$ cat src/hw/rtl/spq_pkg.sv
`default_nettype none

package spq_pkg;

   localparam int CAPACITY_DEFAULT = 16;
   localparam int CSR_IDX_W        = 2;
   localparam int CSR_DATA_W       = 8;

   // register indexes
   localparam logic [CSR_IDX_W-1:0] CSR_PRIORITY_MIN = 2'd0;
   localparam logic [CSR_IDX_W-1:0] CSR_PRIORITY_MAX = 2'd1;

   // request codes
   localparam logic [1:0] REQ_INSERT = 2'd0;
   localparam logic [1:0] REQ_POP    = 2'd1;
   localparam logic [1:0] REQ_PEEK   = 2'd2;
   localparam logic [1:0] REQ_CLEAR  = 2'd3;

   // status codes
   localparam logic [1:0] ST_OK    = 2'd0;
   localparam logic [1:0] ST_EMPTY = 2'd1;
   localparam logic [1:0] ST_FULL  = 2'd2;
   localparam logic [1:0] ST_RANGE = 2'd3;

   typedef struct packed {
      logic [1:0]  req_type;
      logic [7:0]  priority_req;
      logic [15:0] duration;
      logic [7:0]  tag;
   } req_word_type;

   typedef struct packed {
      logic [1:0]  status;
      logic        head_valid;
      logic [7:0]  out_priority;
      logic [15:0] out_duration;
      logic [7:0]  out_tag;
      logic [4:0]  occupancy;
   } rsp_word_type;

   typedef struct packed {
      logic [7:0]  prio;
      logic [15:0] duration;
      logic [7:0]  tag;
   } entry_type;

   typedef enum logic [2:0] {
      S_IDLE,
      S_HEAD,
      S_INS_CMP,
      S_INS_WR,
      S_RESP
   } state_type;

endpackage

`default_nettype wire

$ cat src/hw/rtl/stable_priority_queue.sv
`default_nettype none
// order: clear and failed requests go straight to the response state, pop and peek
// read the head entry first, and insert walks from the tail until the new entry is
// written; the walk moves one entry per cycle from the tail toward the head through
// the one-read one-write entry store
// throughput: one request at a time, the next held off by an insert walk or a result
// stall; the output register lets a new word in while a result waits
// reset: synchronous, empties the queue and sets the priority range to 0..255

module stable_priority_queue #(
   parameter int CAPACITY = spq_pkg::CAPACITY_DEFAULT
) (
   input  wire                                clock,
   input  wire                                reset,
   input  wire                                req_valid,
   output logic                               req_ready,
   input  wire  spq_pkg::req_word_type        req_word,
   output logic                               rsp_valid,
   input  wire                                rsp_ready,
   output spq_pkg::rsp_word_type              rsp_word,
   input  wire                                csr_write_en,
   input  wire  [spq_pkg::CSR_IDX_W-1:0]      csr_index,
   input  wire  [spq_pkg::CSR_DATA_W-1:0]     csr_wdata
);
   import spq_pkg::*;

   localparam int IW = $clog2(CAPACITY);
   localparam int CW = $clog2(CAPACITY + 1);

   function automatic logic [IW-1:0] ptr_inc(input logic [IW-1:0] p);
      ptr_inc = (p == IW'(CAPACITY - 1)) ? '0 : p + IW'(1);
   endfunction

   function automatic logic [IW-1:0] ptr_dec(input logic [IW-1:0] p);
      ptr_dec = (p == '0) ? IW'(CAPACITY - 1) : p - IW'(1);
   endfunction

   function automatic rsp_word_type make_rsp(input logic [1:0] st, input logic hv,
                                             input entry_type e, input logic [CW-1:0] n);
      rsp_word_type r;
      r.status       = st;
      r.head_valid   = hv;
      r.out_priority = hv ? e.prio : '0;
      r.out_duration = hv ? e.duration : '0;
      r.out_tag      = hv ? e.tag : '0;
      r.occupancy    = 5'(n);
      make_rsp       = r;
   endfunction

   state_type        state_ff, state_in;
   req_word_type     req_ff, req_in;
   rsp_word_type     res_ff, res_in;
   rsp_word_type     rsp_word_ff, rsp_word_in;
   logic             rsp_valid_ff, rsp_valid_in;
   logic [IW-1:0]    head_ff, head_in;
   logic [IW-1:0]    tail_ff, tail_in;
   logic [IW-1:0]    cur_ff, cur_in;
   logic [IW-1:0]    slot_ff, slot_in;
   logic [CW-1:0]    count_ff, count_in;
   logic [CW-1:0]    left_ff, left_in;
   logic [7:0]       prio_min_ff, prio_max_ff;

   entry_type        mem [CAPACITY];
   entry_type        rd_data_ff;
   logic             mem_we;
   logic [IW-1:0]    mem_waddr;
   entry_type        mem_wdata;
   logic [IW-1:0]    mem_raddr;
   entry_type        new_entry;
   entry_type        no_entry;

   assign new_entry = entry_type'{prio: req_ff.priority_req, duration: req_ff.duration,
                                  tag: req_ff.tag};
   assign no_entry  = '0;

   assign req_ready = (state_ff == S_IDLE);
   assign rsp_valid = rsp_valid_ff;
   assign rsp_word  = rsp_word_ff;

   // entry store: one write and one registered read per cycle
   always_ff @(posedge clock) begin
      if (mem_we) begin
         mem[mem_waddr] <= mem_wdata;
      end
      rd_data_ff <= mem[mem_raddr];
   end

   always_ff @(posedge clock) begin
      if (reset) begin
         prio_min_ff <= 8'd0;
         prio_max_ff <= 8'd255;
      end else if (csr_write_en) begin
         if (csr_index == CSR_PRIORITY_MIN) begin
            prio_min_ff <= csr_wdata;
         end else if (csr_index == CSR_PRIORITY_MAX) begin
            prio_max_ff <= csr_wdata;
         end
      end
   end

   always_ff @(posedge clock) begin
      if (reset) begin
         state_ff     <= S_IDLE;
         rsp_valid_ff <= 1'b0;
         head_ff      <= '0;
         tail_ff      <= '0;
         count_ff     <= '0;
      end else begin
         state_ff     <= state_in;
         rsp_valid_ff <= rsp_valid_in;
         head_ff      <= head_in;
         tail_ff      <= tail_in;
         count_ff     <= count_in;
      end
   end

   always_ff @(posedge clock) begin
      req_ff      <= req_in;
      res_ff      <= res_in;
      rsp_word_ff <= rsp_word_in;
      cur_ff      <= cur_in;
      slot_ff     <= slot_in;
      left_ff     <= left_in;
   end

   always_comb begin
      state_in     = state_ff;
      req_in       = req_ff;
      res_in       = res_ff;
      rsp_word_in  = rsp_word_ff;
      rsp_valid_in = rsp_valid_ff && !rsp_ready;
      head_in      = head_ff;
      tail_in      = tail_ff;
      count_in     = count_ff;
      cur_in       = cur_ff;
      slot_in      = slot_ff;
      left_in      = left_ff;
      mem_we       = 1'b0;
      mem_waddr    = slot_ff;
      mem_wdata    = new_entry;
      mem_raddr    = ptr_dec(cur_ff);

      unique case (state_ff)
         S_IDLE: begin
            if (req_valid) begin
               req_in = req_word;
               unique case (req_word.req_type)
                  REQ_INSERT: begin
                     if (req_word.priority_req < prio_min_ff ||
                         req_word.priority_req > prio_max_ff) begin
                        res_in   = make_rsp(ST_RANGE, 1'b0, no_entry, count_ff);
                        state_in = S_RESP;
                     end else if (count_ff == CW'(CAPACITY)) begin
                        res_in   = make_rsp(ST_FULL, 1'b0, no_entry, count_ff);
                        state_in = S_RESP;
                     end else if (count_ff == '0) begin
                        slot_in  = tail_ff;
                        state_in = S_INS_WR;
                     end else begin
                        // walk from the tail, moving larger priorities up one slot
                        slot_in   = tail_ff;
                        cur_in    = ptr_dec(tail_ff);
                        mem_raddr = ptr_dec(tail_ff);
                        left_in   = count_ff;
                        state_in  = S_INS_CMP;
                     end
                  end
                  REQ_POP, REQ_PEEK: begin
                     if (count_ff == '0) begin
                        res_in   = make_rsp(ST_EMPTY, 1'b0, no_entry, count_ff);
                        state_in = S_RESP;
                     end else begin
                        mem_raddr = head_ff;
                        state_in  = S_HEAD;
                     end
                  end
                  REQ_CLEAR: begin
                     head_in  = '0;
                     tail_in  = '0;
                     count_in = '0;
                     res_in   = make_rsp(ST_OK, 1'b0, no_entry, '0);
                     state_in = S_RESP;
                  end
               endcase
            end
         end
         S_HEAD: begin
            if (req_ff.req_type == REQ_POP) begin
               head_in  = ptr_inc(head_ff);
               count_in = count_ff - CW'(1);
               res_in   = make_rsp(ST_OK, 1'b1, rd_data_ff, count_ff - CW'(1));
            end else begin
               res_in   = make_rsp(ST_OK, 1'b1, rd_data_ff, count_ff);
            end
            state_in = S_RESP;
         end
         S_INS_CMP: begin
            mem_we = 1'b1;
            if (rd_data_ff.prio > req_ff.priority_req) begin
               mem_wdata = rd_data_ff;
               slot_in   = cur_ff;
               if (left_ff == CW'(1)) begin
                  state_in = S_INS_WR;
               end else begin
                  cur_in  = ptr_dec(cur_ff);
                  left_in = left_ff - CW'(1);
               end
            end else begin
               count_in = count_ff + CW'(1);
               tail_in  = ptr_inc(tail_ff);
               res_in   = make_rsp(ST_OK, 1'b0, no_entry, count_ff + CW'(1));
               state_in = S_RESP;
            end
         end
         S_INS_WR: begin
            mem_we   = 1'b1;
            count_in = count_ff + CW'(1);
            tail_in  = ptr_inc(tail_ff);
            res_in   = make_rsp(ST_OK, 1'b0, no_entry, count_ff + CW'(1));
            state_in = S_RESP;
         end
         S_RESP: begin
            if (!rsp_valid_ff || rsp_ready) begin
               rsp_valid_in = 1'b1;
               rsp_word_in  = res_ff;
               state_in     = S_IDLE;
            end
         end
         default: begin
            state_in = S_IDLE;
         end
      endcase
   end

   // ring bookkeeping: tail is always head plus count around the ring
   logic [CW:0] ring_sum;
   logic [CW:0] ring_wrap;
   assign ring_sum  = (CW + 1)'(head_ff) + (CW + 1)'(count_ff);
   assign ring_wrap = (ring_sum >= (CW + 1)'(CAPACITY)) ?
                      ring_sum - (CW + 1)'(CAPACITY) : ring_sum;

   a_count_bound: assert property (@(posedge clock) disable iff (reset)
      count_ff <= CW'(CAPACITY))
      else $error("entry count above capacity");

   a_ring_consistent: assert property (@(posedge clock) disable iff (reset)
      IW'(ring_wrap) == tail_ff)
      else $error("tail pointer out of step with head and count");

   a_clear_empties: assert property (@(posedge clock) disable iff (reset)
      req_valid && req_ready && req_word.req_type == REQ_CLEAR |=> count_ff == '0)
      else $error("clear did not empty the queue");

   a_head_only_ok: assert property (@(posedge clock) disable iff (reset)
      rsp_valid && rsp_word.head_valid |-> rsp_word.status == ST_OK)
      else $error("head word returned with a failing status");

   a_walk_left: assert property (@(posedge clock) disable iff (reset)
      state_ff == S_INS_CMP |-> left_ff != '0 && count_ff != CW'(CAPACITY))
      else $error("insert walk past the stored entries");

endmodule

`default_nettype wire
$ cat config.mk
export PLATFORM = sky130hd
export DESIGN_NAME = stable_priority_queue
export DESIGN_NICKNAME = d
export VERILOG_FILES = /design/src/hw/rtl/spq_pkg.sv /design/src/hw/rtl/stable_priority_queue.sv
export SDC_FILE = /design/constraint.sdc
export NUM_CORES = 1
export LEC_CHECK = 0
export BUFFER_PORTS_ARGS = -buffer_cell sky130_fd_sc_hd__buf_2
export CORE_MARGIN = 2
export CORE_UTILIZATION = 56
export DETAILED_ROUTE_END_ITERATION = 10
export PLACE_DENSITY = 0.77
export SLEW_MARGIN = 30
export SYNTH_ARGS = -nofsm -noshare
export SYNTH_HDL_FRONTEND = slang
export SYNTH_SLANG_ARGS = --single-unit
$ cat constraint.sdc
create_clock -name clock -period 6.17 [get_ports clock]
set_input_delay 1.5425 -clock clock [delete_from_list [all_inputs] [get_ports clock]]
set_output_delay 1.5425 -clock clock [all_outputs]
set_load 0.05 [all_outputs]
==> results of run 1 <==
[per-stage QoR]
| stage | utilization | setup WS (ns) |
|---|---|---|
| after floorplan | - | 0.2800 |
| after global routing | 0.6422 | 1.256 |
| after detailed placement | 0.5958 | 0.8250 |
| after CTS | 0.6421 | 1.456 |
| final | 0.6422 | 1.394 |
| after global placement | 0.5949 | 0.9943 |
[worst paths after layout]
| path | startpoint | to | slack (ns) | cells after the start |
|---|---|---|---|---|
| worst min-delay path | res_ff[11] | rsp_word[11] | 0.42 | 0 |
| worst max register to register | count_ff[0] | rd_data_ff[11] | 2.14 | 12 |
| worst min register to register | res_ff[11] | rsp_word[11] | 0.42 | 0 |
| worst max-delay path | req_word[30] | rd_data_ff[11] | 1.39 | 11 |
[power by group through the flow]
stage | Clock [mW] | Sequential, mW | Combinational [mW]
after detailed placement | 0 | 5.93 | 1.42
after CTS | 4.19 | 5.83 | 1.43
after floorplan | 0 | 5.92 | 0.887
after global routing | 4.37 | 5.86 | 1.54
after global placement | 0 | 5.92 | 1.36
final | 4.15 | 5.85 | 1.44
[flip-flops by register name, summed over array words and instances, names as in the netlist]
signal / flops
rd_data_ff: 32
rsp_word: 40
state_ff: 3
left_ff: 5
prio_min_ff: 8
rsp_valid: 1
count_ff: 5
req_ff: 2
cur_ff: 4
mem_waddr: 4
new_entry: 32
head_ff: 4
res_ff: 40
tail_ff: 4
prio_max_ff: 8
mem: 512
[cell type report]
cell class | instances | area, sq um | share of cell area
Tap cell | 664 | 830.8 | 0.02654
Clock inverter | 34 | 362.8 | 0.01159
Multi-Input combinational cell | 904 | 6646 | 0.2123
Antenna cell | 1 | 2.502 | 0.00007993
Clock buffer | 91 | 1892 | 0.06043
Timing Repair Buffer | 139 | 913.4 | 0.02918
Inverter | 45 | 168.9 | 0.005395
Sequential cell | 704 | 20490 | 0.6545
[cell families (layout without fill, tap and decap cells)]
| family | after synthesis | after routing |
|---|---|---|
| flip-flops | 704 | 704 |
| AND/OR/NAND/NOR | 330 | 330 |
| AO/OA/AOI/OAI | 271 | 271 |
| multiplexers | 261 | 261 |
| buffers and inverters | 135 | 309 |
| adder cells (fa/ha/maj) | 35 | 35 |
| XOR/XNOR | 7 | 7 |
| other | 0 | 1 |
[per-layer routing]
layer | share of wire | GRT usage
met1 | 0.40 | 0.3193
met2 | 0.48 | 0.3887
met3 | 0.088 | 0.04307
met4 | 0.034 | 0.09848
met5 | 0 | 0
[layout by cell type, fill, tap and decap left out, types with 4 or more instances in the layout]
cell / n
sky130_fd_sc_hd__nand2b_1: 5
sky130_fd_sc_hd__ha_1: 35
sky130_fd_sc_hd__a221oi_1: 4
sky130_fd_sc_hd__buf_2: 90
sky130_fd_sc_hd__inv_1: 45
sky130_fd_sc_hd__nand3_2: 4
sky130_fd_sc_hd__edfxtp_1: 639
sky130_fd_sc_hd__mux2i_1: 259
sky130_fd_sc_hd__buf_12: 6
sky130_fd_sc_hd__a211oi_1: 6
sky130_fd_sc_hd__and3_1: 32
sky130_fd_sc_hd__clkinvlp_4: 5
sky130_fd_sc_hd__nor2_4: 14
sky130_fd_sc_hd__nor2_1: 66
sky130_fd_sc_hd__clkinv_1: 6
sky130_fd_sc_hd__dfxtp_1: 65
sky130_fd_sc_hd__clkbuf_1: 16
sky130_fd_sc_hd__a21oi_1: 45
sky130_fd_sc_hd__or4_1: 33
sky130_fd_sc_hd__a211o_1: 10
sky130_fd_sc_hd__xor2_1: 4
sky130_fd_sc_hd__clkinv_2: 11
sky130_fd_sc_hd__bufinv_16: 6
sky130_fd_sc_hd__nand2_1: 120
sky130_fd_sc_hd__a31oi_1: 7
sky130_fd_sc_hd__nor3_1: 7
sky130_fd_sc_hd__nor2b_1: 6
sky130_fd_sc_hd__buf_4: 42
sky130_fd_sc_hd__clkbuf_8: 4
sky130_fd_sc_hd__nand3_1: 13
sky130_fd_sc_hd__or2_1: 4
sky130_fd_sc_hd__o22ai_1: 130
sky130_fd_sc_hd__clkbuf_16: 71
sky130_fd_sc_hd__a22o_1: 4
sky130_fd_sc_hd__o21ai_0: 32
==> results.rst, run 1 <==
.. list-table::
   :header-rows: 1

   * - Metric
     - Value
   * - Number of buffers inserted by port buffering
     - 90
   * - Cts bufs inserted
     - 68
   * - Share of the synthesized area in compound gates (AO/OA/AOI/OAI)
     - 0.06304
   * - Placement-stage cell area
     - 29,050 sq um
   * - Syn_nets
     - 1,827
   * - Synthesis-to-finish area growth
     - 13.48%
   * - Internal Pwr Total
     - 8.515 mW
   * - Combinational family with the most area after synthesis
     - multiplexers
   * - Most used standard cell by instance count after synthesis
     - sky130_fd_sc_hd__edfxtp_1
   * - Switching Share
     - 0.2550
   * - Share of the yosys chip area belonging to registers
     - 0.7427
   * - Global-route wire length before repair
     - 89,550 um
   * - RePlAce Congestion
     - 0.8972
   * - Clock latency on the worst-skew pair
     - 0.59 ns
   * - Headroom to the max-slew limit
     - 0.3924
   * - FMAX
     - 0.2094 GHz
   * - TritonCTS sink count
     - 704
   * - Unique masters post-synth
     - 62
   * - Outcome
     - finished clean
   * - Post-route minimum period
     - 4.776 ns
   * - CP required
     - 6.63 ns
   * - Number of antenna violations at the first check in global routing
     - 2
   * - Wire per inst
     - 23.50 um
   * - Type of element launching the critical path
     - input pin
   * - Cell type with the highest aggregate area in the netlist
     - sky130_fd_sc_hd__edfxtp_1
   * - Slew of the pin with the lowest slew margin
     - 0.9081 ns
   * - Area share of the largest cell type after synthesis
     - 0.6956
   * - Number of optimization iterations in the first detailed-route pass
     - 6
   * - Power, Total
     - 11.43 mW
   * - Combinational power share
     - 0.126
   * - Number of rows in the core area
     - 81
   * - Yosys warnings
     - 0
   * - Crit Path Class
     - in2reg
   * - Remaining antenna violation count
     - 0
   * - Worst-path fanout max
     - 32
   * - Post-CTS setup buffer count
     - 0
   * - Cell chosen for the clock root
     - sky130_fd_sc_hd__clkbuf_16
   * - Yosys reg bits
     - 704
   * - Final standard cell area without fillers
     - 31,310 sq um
   * - Count of mapped cells out of synthesis
     - 1,743
   * - Post-Route WL
     - 60,670 um
   * - Net count of the finished layout
     - 1,946
   * - Largest delay share family, worst path
     - compound AO/OA/AOI/OAI gates
   * - Die ar.
     - 51,050 sq um
   * - GRT Util Overall
     - 0.2386
   * - Starting DRC count in detailed routing
     - 1,586
   * - Remaining routing DRC violations
     - 0
   * - Period Utilization, post-route
     - 0.7740
   * - Most instantiated flip-flop cell in the synthesis netlist
     - sky130_fd_sc_hd__edfxtp_1
   * - Series of cell instances along the critical path
     - buf_2 -> ha_1 -> o21ai_0 -> nor2_1 -> o31a_1 -> a211o_1 -> o311ai_1 -> or2_1 -> buf_4 -> o22ai_1 -> or4_1
   * - Number of max-cap violations
     - 0
   * - Overall die width
     - 226.0 um
   * - TritonCTS clock tree
     - built
   * - Arrival time at the worst endpoint
     - 5.24 ns
   * - Accumulated negative setup slack
     - 0 ns
   * - Worst path max stage delay
     - 0.80 ns
   * - Share of synthesized cell area in full adder, half adder and majority cells
     - 0.01587
   * - Clock transition at the registers of the reported paths
     - 0.06 ns
   * - CP max stage cell
     - sky130_fd_sc_hd__o311ai_1
   * - Mux contribution to synthesized area
     - 0.09520
   * - GRT Residual Overflow
     - 0
   * - Clk network pwr share
     - 0.363
   * - Leakage power figure
     - 10.92 nW
   * - Main area contributors after synthesis
     - sky130_fd_sc_hd__edfxtp_1, sky130_fd_sc_hd__mux2i_1, sky130_fd_sc_hd__dfxtp_1, sky130_fd_sc_hd__o22ai_1, sky130_fd_sc_hd__nand2_1
   * - Die Y-Extent
     - 226.0 um
   * - Reg power frac
     - 0.512
   * - Layout Skew
     - 0.02237 ns
   * - Pins Over Slew Limit
     - 0
   * - Crit end category
     - flip-flop
   * - Total setup violations reported at the end of the flow
     - 0
   * - Hold-fix buffers at CTS
     - 0
   * - Layout cell share with drive strength beyond 1
     - 0.1450
   * - DR vias/cell
     - 6.073
   * - Total I/O pin count
     - 91
   * - Worst hold margin
     - 0.4164 ns
   * - Detailed-route via count
     - 15.68k
   * - Maximum VDD drop
     - 0.0002262 V
   * - Post-layout instance count excluding filler cells
     - 2,582
   * - Instance count after placement with tap cells included
     - 2,456
   * - Pin count of the biggest net entering global routing
     - 55
   * - Maximum clock path buffer count
     - 3
   * - Count of flip-flops with a built-in enable after synthesis
     - 639
   * - Effective utilization at floorplan
     - 0.5659
   * - Proportion of synthesized flip-flops having asynchronous set or reset
     - 0
   * - Area of the placeable core
     - 48,750 sq um
   * - H-Tree Depth
     - 3
   * - Average cell area after synthesis
     - 15.83 sq um
   * - Total buffers and inverters traversed by the critical path
     - 2
   * - Total power divided by cell area
     - 365.1 nW/um^2
   * - Simple-Gate Fraction of Synth Area
     - 0.05810
   * - Xor-xnor portion of the synthesized cell area
     - 0.002222
   * - Top post-synthesis cells by count
     - sky130_fd_sc_hd__edfxtp_1, sky130_fd_sc_hd__mux2i_1, sky130_fd_sc_hd__o22ai_1
   * - Resize count post-CTS
     - 0
   * - Unrepaired setup endpoints after global routing
     - false
   * - Number of global-route vias before repair
     - 14.91k
   * - HPWL after DPL
     - 34,540 um
   * - Filler cell count
     - 3,259
   * - Mapped cell area
     - 27,590 sq um
   * - NetSw
     - 2.915 mW
   * - Final hold violation count
     - 0
   * - Type of the most critical hold path
     - reg2reg
Power figures use the tool's default switching activity.
==> run 2, diff against run 1 <==
- CORE_UTILIZATION: 56 -> 58
- PLACE_DENSITY: 0.77 -> 0.76
- clock period: 6.17 -> 4.4 ns (I/O delays scaled with it)
==> run 2 against run 1 <==
  * Wire length is 3.4% higher
  * Final cell count shrank 1.1%
  * Largest power group unchanged
  * Final area is 1.2% higher
  * Total power grew 43%
  * Largest cell class unchanged
==> results.rst, run 2 (synthesized netlist as in run 1, its figures left out) <==
.. list-table::
   :header-rows: 1

   * - Metric
     - Value
   * - Layout Skew
     - 0.02425 ns (was 0.02237 ns)
   * - Switching Share
     - 0.2524 (was 0.2550)
   * - Leakage power figure
     - 11.16 nW (was 10.92 nW)
   * - Largest register FFs
     - 512 (unchanged)
   * - Internal Pwr Total
     - 12.23 mW (was 8.515 mW)
   * - Slew of the pin with the lowest slew margin
     - 0.8798 ns (was 0.9081 ns)
   * - Worst-path fanout max
     - 23 (was 32)
   * - Maximum clock path buffer count
     - 3 (unchanged)
   * - Synthesis-to-finish area growth
     - 14.82% (was 13.48%)
   * - Most common cell after layout, fill and taps aside
     - sky130_fd_sc_hd__edfxtp_1 (unchanged)
   * - Number of buffers inserted by port buffering
     - 90 (unchanged)
   * - GRT Util Overall
     - 0.2588 (was 0.2386)
   * - Power, Total
     - 16.36 mW (was 11.43 mW)
   * - Pins Over Slew Limit
     - 0 (unchanged)
   * - Remaining antenna violation count
     - 0 (unchanged)
   * - Worst R2R Start
     - count_ff[0] (unchanged)
   * - Accumulated negative setup slack
     - 0 ns (unchanged)
   * - Area of the placeable core
     - 46,750 sq um (was 48,750 sq um)
   * - Crit Path Class
     - in2reg (unchanged)
   * - Combinational power share
     - 0.131 (was 0.126)
   * - Total setup violations reported at the end of the flow
     - 0 (unchanged)
   * - Headroom to the max-slew limit
     - 0.4128 (was 0.3924)
   * - Crit path launch
     - req_word[29] (was req_word[30])
   * - Filler cell count
     - 3,021 (was 3,259)
   * - Unrepaired setup endpoints after global routing
     - false (unchanged)
   * - Count of antenna diodes in the layout
     - 0 (was 1)
   * - Hold path start
     - res_ff[39] (was res_ff[11])
   * - HPWL after DPL
     - 35,320 um (was 34,540 um)
   * - H-Tree Depth
     - 3 (unchanged)
   * - Number of global-route vias before repair
     - 15.72k (was 14.91k)
   * - Largest Register
     - mem (unchanged)
   * - Die Y-Extent
     - 222.1 um (was 226.0 um)
   * - Clk network pwr share
     - 0.373 (was 0.363)
   * - Post-Route WL
     - 62,730 um (was 60,670 um)
   * - Type of element launching the critical path
     - input pin (unchanged)
   * - Period Utilization, post-route
     - 0.8650
   * - Post-CTS setup buffer count
     - 0 (unchanged)
   * - Type of the most critical hold path
     - reg2reg (unchanged)
   * - Number of rows in the core area
     - 79 (was 81)
   * - Total I/O pin count
     - 91 (unchanged)
   * - FMAX
     - 0.2628 GHz
   * - Clock latency on the worst-skew pair
     - 0.62 ns (was 0.59 ns)
   * - Number of antenna violations at the first check in global routing
     - 1 (was 2)
   * - TritonCTS sink count
     - 704 (unchanged)
   * - Reg power frac
     - 0.496 (was 0.512)
   * - Hold-fix buffers at CTS
     - 0 (unchanged)
   * - Number of max-cap violations
     - 0 (unchanged)
   * - Clock transition at the registers of the reported paths
     - 0.06 ns (about the same)
   * - Global-route wire length before repair
     - 94,560 um (was 89,550 um)
   * - Resize count post-CTS
     - 0 (unchanged)
   * - GRT Residual Overflow
     - 0 (unchanged)
   * - Util after Layout
     - 0.6775 (was 0.6422)
   * - Arrival time at the worst endpoint
     - 4.28 ns (was 5.24 ns)
   * - Post-route minimum period
     - 3.806 ns
   * - CP required
     - 4.87 ns (was 6.63 ns)
   * - Crit end category
     - flip-flop (unchanged)
   * - TritonCTS clock tree
     - built (unchanged)
   * - Detailed-route via count
     - 15.75k (was 15.68k)
   * - Cts bufs inserted
     - 71 (was 68)
   * - Layout cell share with drive strength beyond 1
     - 0.1531 (was 0.1450)
   * - Pin count of the biggest net entering global routing
     - 60 (was 55)
   * - RePlAce Congestion
     - 0.8915 (was 0.8972)
   * - Final hold violation count
     - 0 (unchanged)
   * - NetSw
     - 4.129 mW (was 2.915 mW)
   * - Maximum VDD drop
     - 0.0003144 V (was 0.0002262 V)
   * - Net count of the finished layout
     - 1,971 (was 1,946)
   * - Highest-count cells in the layout ignoring fill and taps
     - sky130_fd_sc_hd__edfxtp_1, sky130_fd_sc_hd__mux2i_1, sky130_fd_sc_hd__o22ai_1, sky130_fd_sc_hd__nand2_1, sky130_fd_sc_hd__buf_2 (unchanged)
   * - Outcome
     - finished clean (unchanged)
   * - Remaining routing DRC violations
     - 0 (unchanged)
   * - Total power divided by cell area
     - 516.5 nW/um^2 (was 365.1 nW/um^2)
   * - Starting DRC count in detailed routing
     - 1,682 (was 1,586)
   * - Wire per inst
     - 24.57 um (was 23.50 um)
   * - Cell chosen for the clock root
     - sky130_fd_sc_hd__clkbuf_16 (unchanged)
   * - Die ar.
     - 49,320 sq um (was 51,050 sq um)
   * - Worst hold margin
     - 0.4168 ns (was 0.4164 ns)
   * - Number of optimization iterations in the first detailed-route pass
     - 5 (was 6)
   * - Overall die width
     - 222.1 um (was 226.0 um)
   * - Effective utilization at floorplan
     - 0.5900 (was 0.5659)
   * - DR vias/cell
     - 6.169 (was 6.073)
run 2: changes by cell type in the layout (fill, tap and decap cells not counted), moves of 3 or more:
cell,change
sky130_fd_sc_hd__buf_12,+16
sky130_fd_sc_hd__buf_4,+7
sky130_fd_sc_hd__clkbuf_1,+3
sky130_fd_sc_hd__clkinvlp_4,-3
run 2: worst paths after layout:
| check | to | slack [ns] | cells past startpoint |
|---|---|---|---|
| max | rd_data_ff[20] | 0.59 | 13 |
| min | rsp_word[39] | 0.42 | 0 |
| max reg2reg | rd_data_ff[21] | 0.74 | 12 |
| min reg2reg | rsp_word[39] | 0.42 | 0 |
run 2: area by class of cell:
type                    count  area, sq um  share of cell area
well taps                 607        759.5             0.02398
inverters                  45        168.9            0.005333
multi-input cells         904         6619              0.2090
clock inverters            35        422.9             0.01335
repair buffers            161         1259             0.03974
flip-flops and latches    704        20490              0.6469
clock buffers              97         1956             0.06174
run 2: per-layer routing:
layer	track usage	vias up	wire (um)
li1	-	7069	-
met1	0.3439	7865	25300
met4	0.1051	2	2178
met2	0.4286	663	30530
met3	0.04373	150	4716
met5	0	-	14
run 2: per-stage QoR:
stage               instance area [sq um]  worst slack, ns  cells
global route                        31670           0.4813   2553
finish                              31670           0.5942   2553
global placement                    29300           0.1374   2421
CTS                                 31670           0.6396   2553
detailed placement                  29300          0.04406   2421
floorplan                           27590           0.1752   1743
run 2: power groups by stage:
stage	Combinational [mW]	Sequential, mW	Clock, mW
final	2.14	8.12	6.10
after global routing	2.30	8.15	6.44
after CTS	2.13	8.12	6.17
after detailed placement	2.12	8.25	0
after global placement	2.06	8.24	0
after floorplan	1.24	8.30	0
run 2: critical path, stage by stage:
cell and delay, ns:
sky130_fd_sc_hd__buf_2 0.12, sky130_fd_sc_hd__ha_1 0.31, sky130_fd_sc_hd__a211oi_2 0.18, sky130_fd_sc_hd__nor2_1 0.09, sky130_fd_sc_hd__nand4bb_1 0.32, sky130_fd_sc_hd__a21oi_4 0.29
sky130_fd_sc_hd__mux2i_1 0.27, sky130_fd_sc_hd__a211o_4 0.22, sky130_fd_sc_hd__buf_12 0.21, sky130_fd_sc_hd__buf_4 0.22, sky130_fd_sc_hd__mux2i_1 0.26, sky130_fd_sc_hd__o22ai_1 0.12
sky130_fd_sc_hd__or4_1 0.54
==> run 3, diff against run 2 <==
- GPL_TIMING_DRIVEN: not set -> 0
==> run 3 against run 2 <==
  * Register-to-register slack worse by 0.61 ns
  * Worst hold slack worse by 0.0019 ns
  * Clock power down 5.9%
  * Non-clock buffer count up 69
  * Highest routed layer is now met4
  * Critical path depth down 2
  * Clock skew up 0.011 ns
  * Sequential power up 0.5%
  * Final cell count up 2.7%
  * Sequential share of layout area down 0.70 points
  * Flip-flop and latch count unchanged
  * Total power down 1.6%
==> results.rst, run 3 (synthesized netlist as in run 1, its figures left out) <==
.. list-table::
   :header-rows: 1

   * - Metric
     - Value
   * - Outcome
     - finished clean (unchanged)
   * - Post-route minimum period
     - 4.329 ns (was 3.806 ns)
   * - Net count of the finished layout
     - 2,039 (was 1,971)
   * - Die Y-Extent
     - 222.1 um (unchanged)
   * - Worst-path fanout max
     - 10 (was 23)
   * - Number of buffers inserted by port buffering
     - 89 (was 90)
   * - HPWL after DPL
     - 44,580 um (was 35,320 um)
   * - Total setup violations reported at the end of the flow
     - 0 (unchanged)
   * - CP required
     - 4.89 ns (was 4.87 ns)
   * - Layout Skew
     - 0.03549 ns (was 0.02425 ns)
   * - Starting DRC count in detailed routing
     - 2,055 (was 1,682)
   * - H-Tree Depth
     - 3 (unchanged)
   * - TritonCTS clock tree
     - built (unchanged)
   * - Number of max-cap violations
     - 0 (unchanged)
   * - Instance count after placement with tap cells included
     - 2,490 (was 2,421)
   * - Number of global-route vias before repair
     - 16.35k (was 15.72k)
   * - Area of the placeable core
     - 46,750 sq um (unchanged)
   * - Pre-CTS setup slack
     - -0.5491 ns (was 0.04406 ns)
   * - Crit Path Class
     - in2reg (unchanged)
   * - Cts bufs inserted
     - 70 (was 71)
   * - Remaining antenna violation count
     - 0 (unchanged)
   * - Die ar.
     - 49,320 sq um (unchanged)
   * - Post-Route WL
     - 67,620 um (was 62,730 um)
   * - Most common cell after layout, fill and taps aside
     - sky130_fd_sc_hd__edfxtp_1 (unchanged)
   * - Filler cell count
     - 2,998 (was 3,021)
   * - GRT Residual Overflow
     - 0 (unchanged)
   * - Number of antenna violations at the first check in global routing
     - 2 (was 1)
   * - Remaining routing DRC violations
     - 0 (unchanged)
   * - Synthesis-to-finish area growth
     - 16.06% (was 14.82%)
   * - GRT Util Overall
     - 0.2762 (was 0.2588)
   * - Arrival time at the worst endpoint
     - 4.82 ns (was 4.28 ns)
   * - Number of optimization iterations in the first detailed-route pass
     - 6 (was 5)
   * - Post-layout instance count excluding filler cells
     - 2,621 (was 2,553)
   * - Period Utilization, post-route
     - 0.9838 (was 0.8650)
   * - Leakage power figure
     - 11.30 nW (was 11.16 nW)
   * - Wire per inst
     - 25.80 um (was 24.57 um)
   * - Global-route wire length before repair
     - 99,600 um (was 94,560 um)
   * - Clock latency on the worst-skew pair
     - 0.62 ns (about the same)
   * - FMAX
     - 0.2310 GHz (was 0.2628 GHz)
   * - Crit end category
     - flip-flop (unchanged)
   * - DR vias/cell
     - 6.245 (was 6.169)
   * - Total I/O pin count
     - 91 (unchanged)
   * - Overall die width
     - 222.1 um (unchanged)
   * - Final critical-path setup slack
     - 0.07131 ns (was 0.5942 ns)
   * - Total power divided by cell area
     - 502.7 nW/um^2 (was 516.5 nW/um^2)
   * - Largest register FFs
     - 512 (unchanged)
   * - Unrepaired setup endpoints after global routing
     - false (unchanged)
   * - Power, Total
     - 16.10 mW (was 16.36 mW)
   * - Highest-count cells in the layout ignoring fill and taps
     - sky130_fd_sc_hd__edfxtp_1, sky130_fd_sc_hd__mux2i_1, sky130_fd_sc_hd__o22ai_1, sky130_fd_sc_hd__nand2_1, sky130_fd_sc_hd__buf_2 (unchanged)
   * - Slew of the pin with the lowest slew margin
     - 1.025 ns (was 0.8798 ns)
   * - Pin count of the biggest net entering global routing
     - 36 (was 60)
   * - Type of the most critical hold path
     - reg2reg (unchanged)
   * - Headroom to the max-slew limit
     - 0.3170 (was 0.4128)
   * - Hold-fix buffers at CTS
     - 0 (unchanged)
   * - Layout cell share with drive strength beyond 1
     - 0.1600 (was 0.1531)
   * - Number of rows in the core area
     - 79 (unchanged)
   * - Pins Over Slew Limit
     - 0 (unchanged)
   * - Maximum clock path buffer count
     - 3 (unchanged)
   * - Cell chosen for the clock root
     - sky130_fd_sc_hd__clkbuf_16 (unchanged)
   * - RePlAce Congestion
     - 0.8760 (was 0.8915)
   * - TritonCTS sink count
     - 704 (unchanged)
   * - Accumulated negative setup slack
     - 0 ns (unchanged)
   * - Effective utilization at floorplan
     - 0.5900 (unchanged)
   * - Clock transition at the registers of the reported paths
     - 0.06 ns (about the same)
   * - Maximum VDD drop
     - 0.0002820 V (was 0.0003144 V)
   * - Largest Register
     - mem (unchanged)
   * - Final hold violation count
     - 0 (unchanged)
   * - Type of element launching the critical path
     - input pin (unchanged)
   * - Detailed-route via count
     - 16.37k (was 15.75k)
[run 3: cell types whose count changed in the layout (fill, tap and decap cells not counted), moves of 4 or more]
| cell | previous run | this run |
|---|---|---|
| sky130_fd_sc_hd__buf_4 | 49 | 32 |
| sky130_fd_sc_hd__buf_16 | 0 | 21 |
| sky130_fd_sc_hd__o21ai_2 | 0 | 5 |
| sky130_fd_sc_hd__bufinv_16 | 8 | 3 |
| sky130_fd_sc_hd__buf_6 | 0 | 10 |
| sky130_fd_sc_hd__clkbuf_2 | 0 | 4 |
| sky130_fd_sc_hd__o21ai_0 | 33 | 25 |
| sky130_fd_sc_hd__clkbuf_1 | 19 | 62 |
| sky130_fd_sc_hd__buf_12 | 22 | 1 |
| sky130_fd_sc_hd__buf_2 | 90 | 116 |
| sky130_fd_sc_hd__clkbuf_8 | 6 | 2 |
[run 3: through the flow]
| stage | hold slack (ns) | utilization | instance area (sq um) |
|---|---|---|---|
| 3_5_place_dp | 0.4045 | 0.6367 | 29770 |
| 3_3_place_gp | 0.4008 | 0.6159 | 28800 |
| 6_report | 0.4150 | 0.6848 | 32020 |
| 5_1_grt | 0.4119 | 0.6847 | 32010 |
| 4_1_cts | 0.4127 | 0.6839 | 31980 |
| 2_1_floorplan | 0.4003 | - | 27590 |
[run 3: final cells by class]
cell class	count	area [sq um]	share of cell area
flip-flops and latches	704	20490	0.6399
multi-input cells	904	6633	0.2072
clock buffers	93	1879	0.05869
repair buffers	140	1292	0.04037
well taps	607	759.5	0.02372
plain buffers	90	465.4	0.01454
clock inverters	36	325.3	0.01016
inverters	45	168.9	0.005275
diodes	2	5.005	0.0001563
[run 3: final timing paths]
check / slack, ns / depth (start not counted) / to / from
hold / removal: 0.41 / 0 / rsp_word[16] / res_ff[16]
setup reg to reg: 0.13 / 13 / res_ff[13] / rd_data_ff[25]
hold reg to reg: 0.41 / 0 / rsp_word[16] / res_ff[16]
setup / recovery: 0.07 / 11 / rd_data_ff[20] / req_word[29]
[run 3: what timing repair did]
item | CTS | global route
endpoints found under the setup margin | 38 | 92
buffers inserted | 0 | 0
endpoints found under the hold margin | 0 | 0
gates resized for setup | 1 | 11
cloned | 0 | 0
pin swaps | 0 | 0
[run 3: metal layers]
metal | up-vias | GRT usage | part of all wire
li1 | 7219 | - | -
met1 | 8061 | 0.3650 | 0.38
met2 | 888 | 0.4396 | 0.47
met3 | 201 | 0.06348 | 0.11
met4 | 0 | 0.1275 | 0.041
met5 | - | 0 | 0
[run 3: critical path: stages]
cell and delay, ns:
sky130_fd_sc_hd__buf_2 0.13, sky130_fd_sc_hd__ha_1 0.33, sky130_fd_sc_hd__a211oi_2 0.19, sky130_fd_sc_hd__nor2_1 0.09
sky130_fd_sc_hd__nand4bb_1 0.32, sky130_fd_sc_hd__a211o_1 0.45, sky130_fd_sc_hd__o311a_1 0.44, sky130_fd_sc_hd__nand3_1 0.31
sky130_fd_sc_hd__clkbuf_1 0.74, sky130_fd_sc_hd__o22ai_1 0.21, sky130_fd_sc_hd__or4_1 0.50
[run 3: power by group]
part	switching (mW)	total, mW	internal (mW)
logic	1.52	2.20	0.680
clock network	2.51	5.74	3.22
registers	0.267	8.16	7.89
total	4.30	16.1	11.8
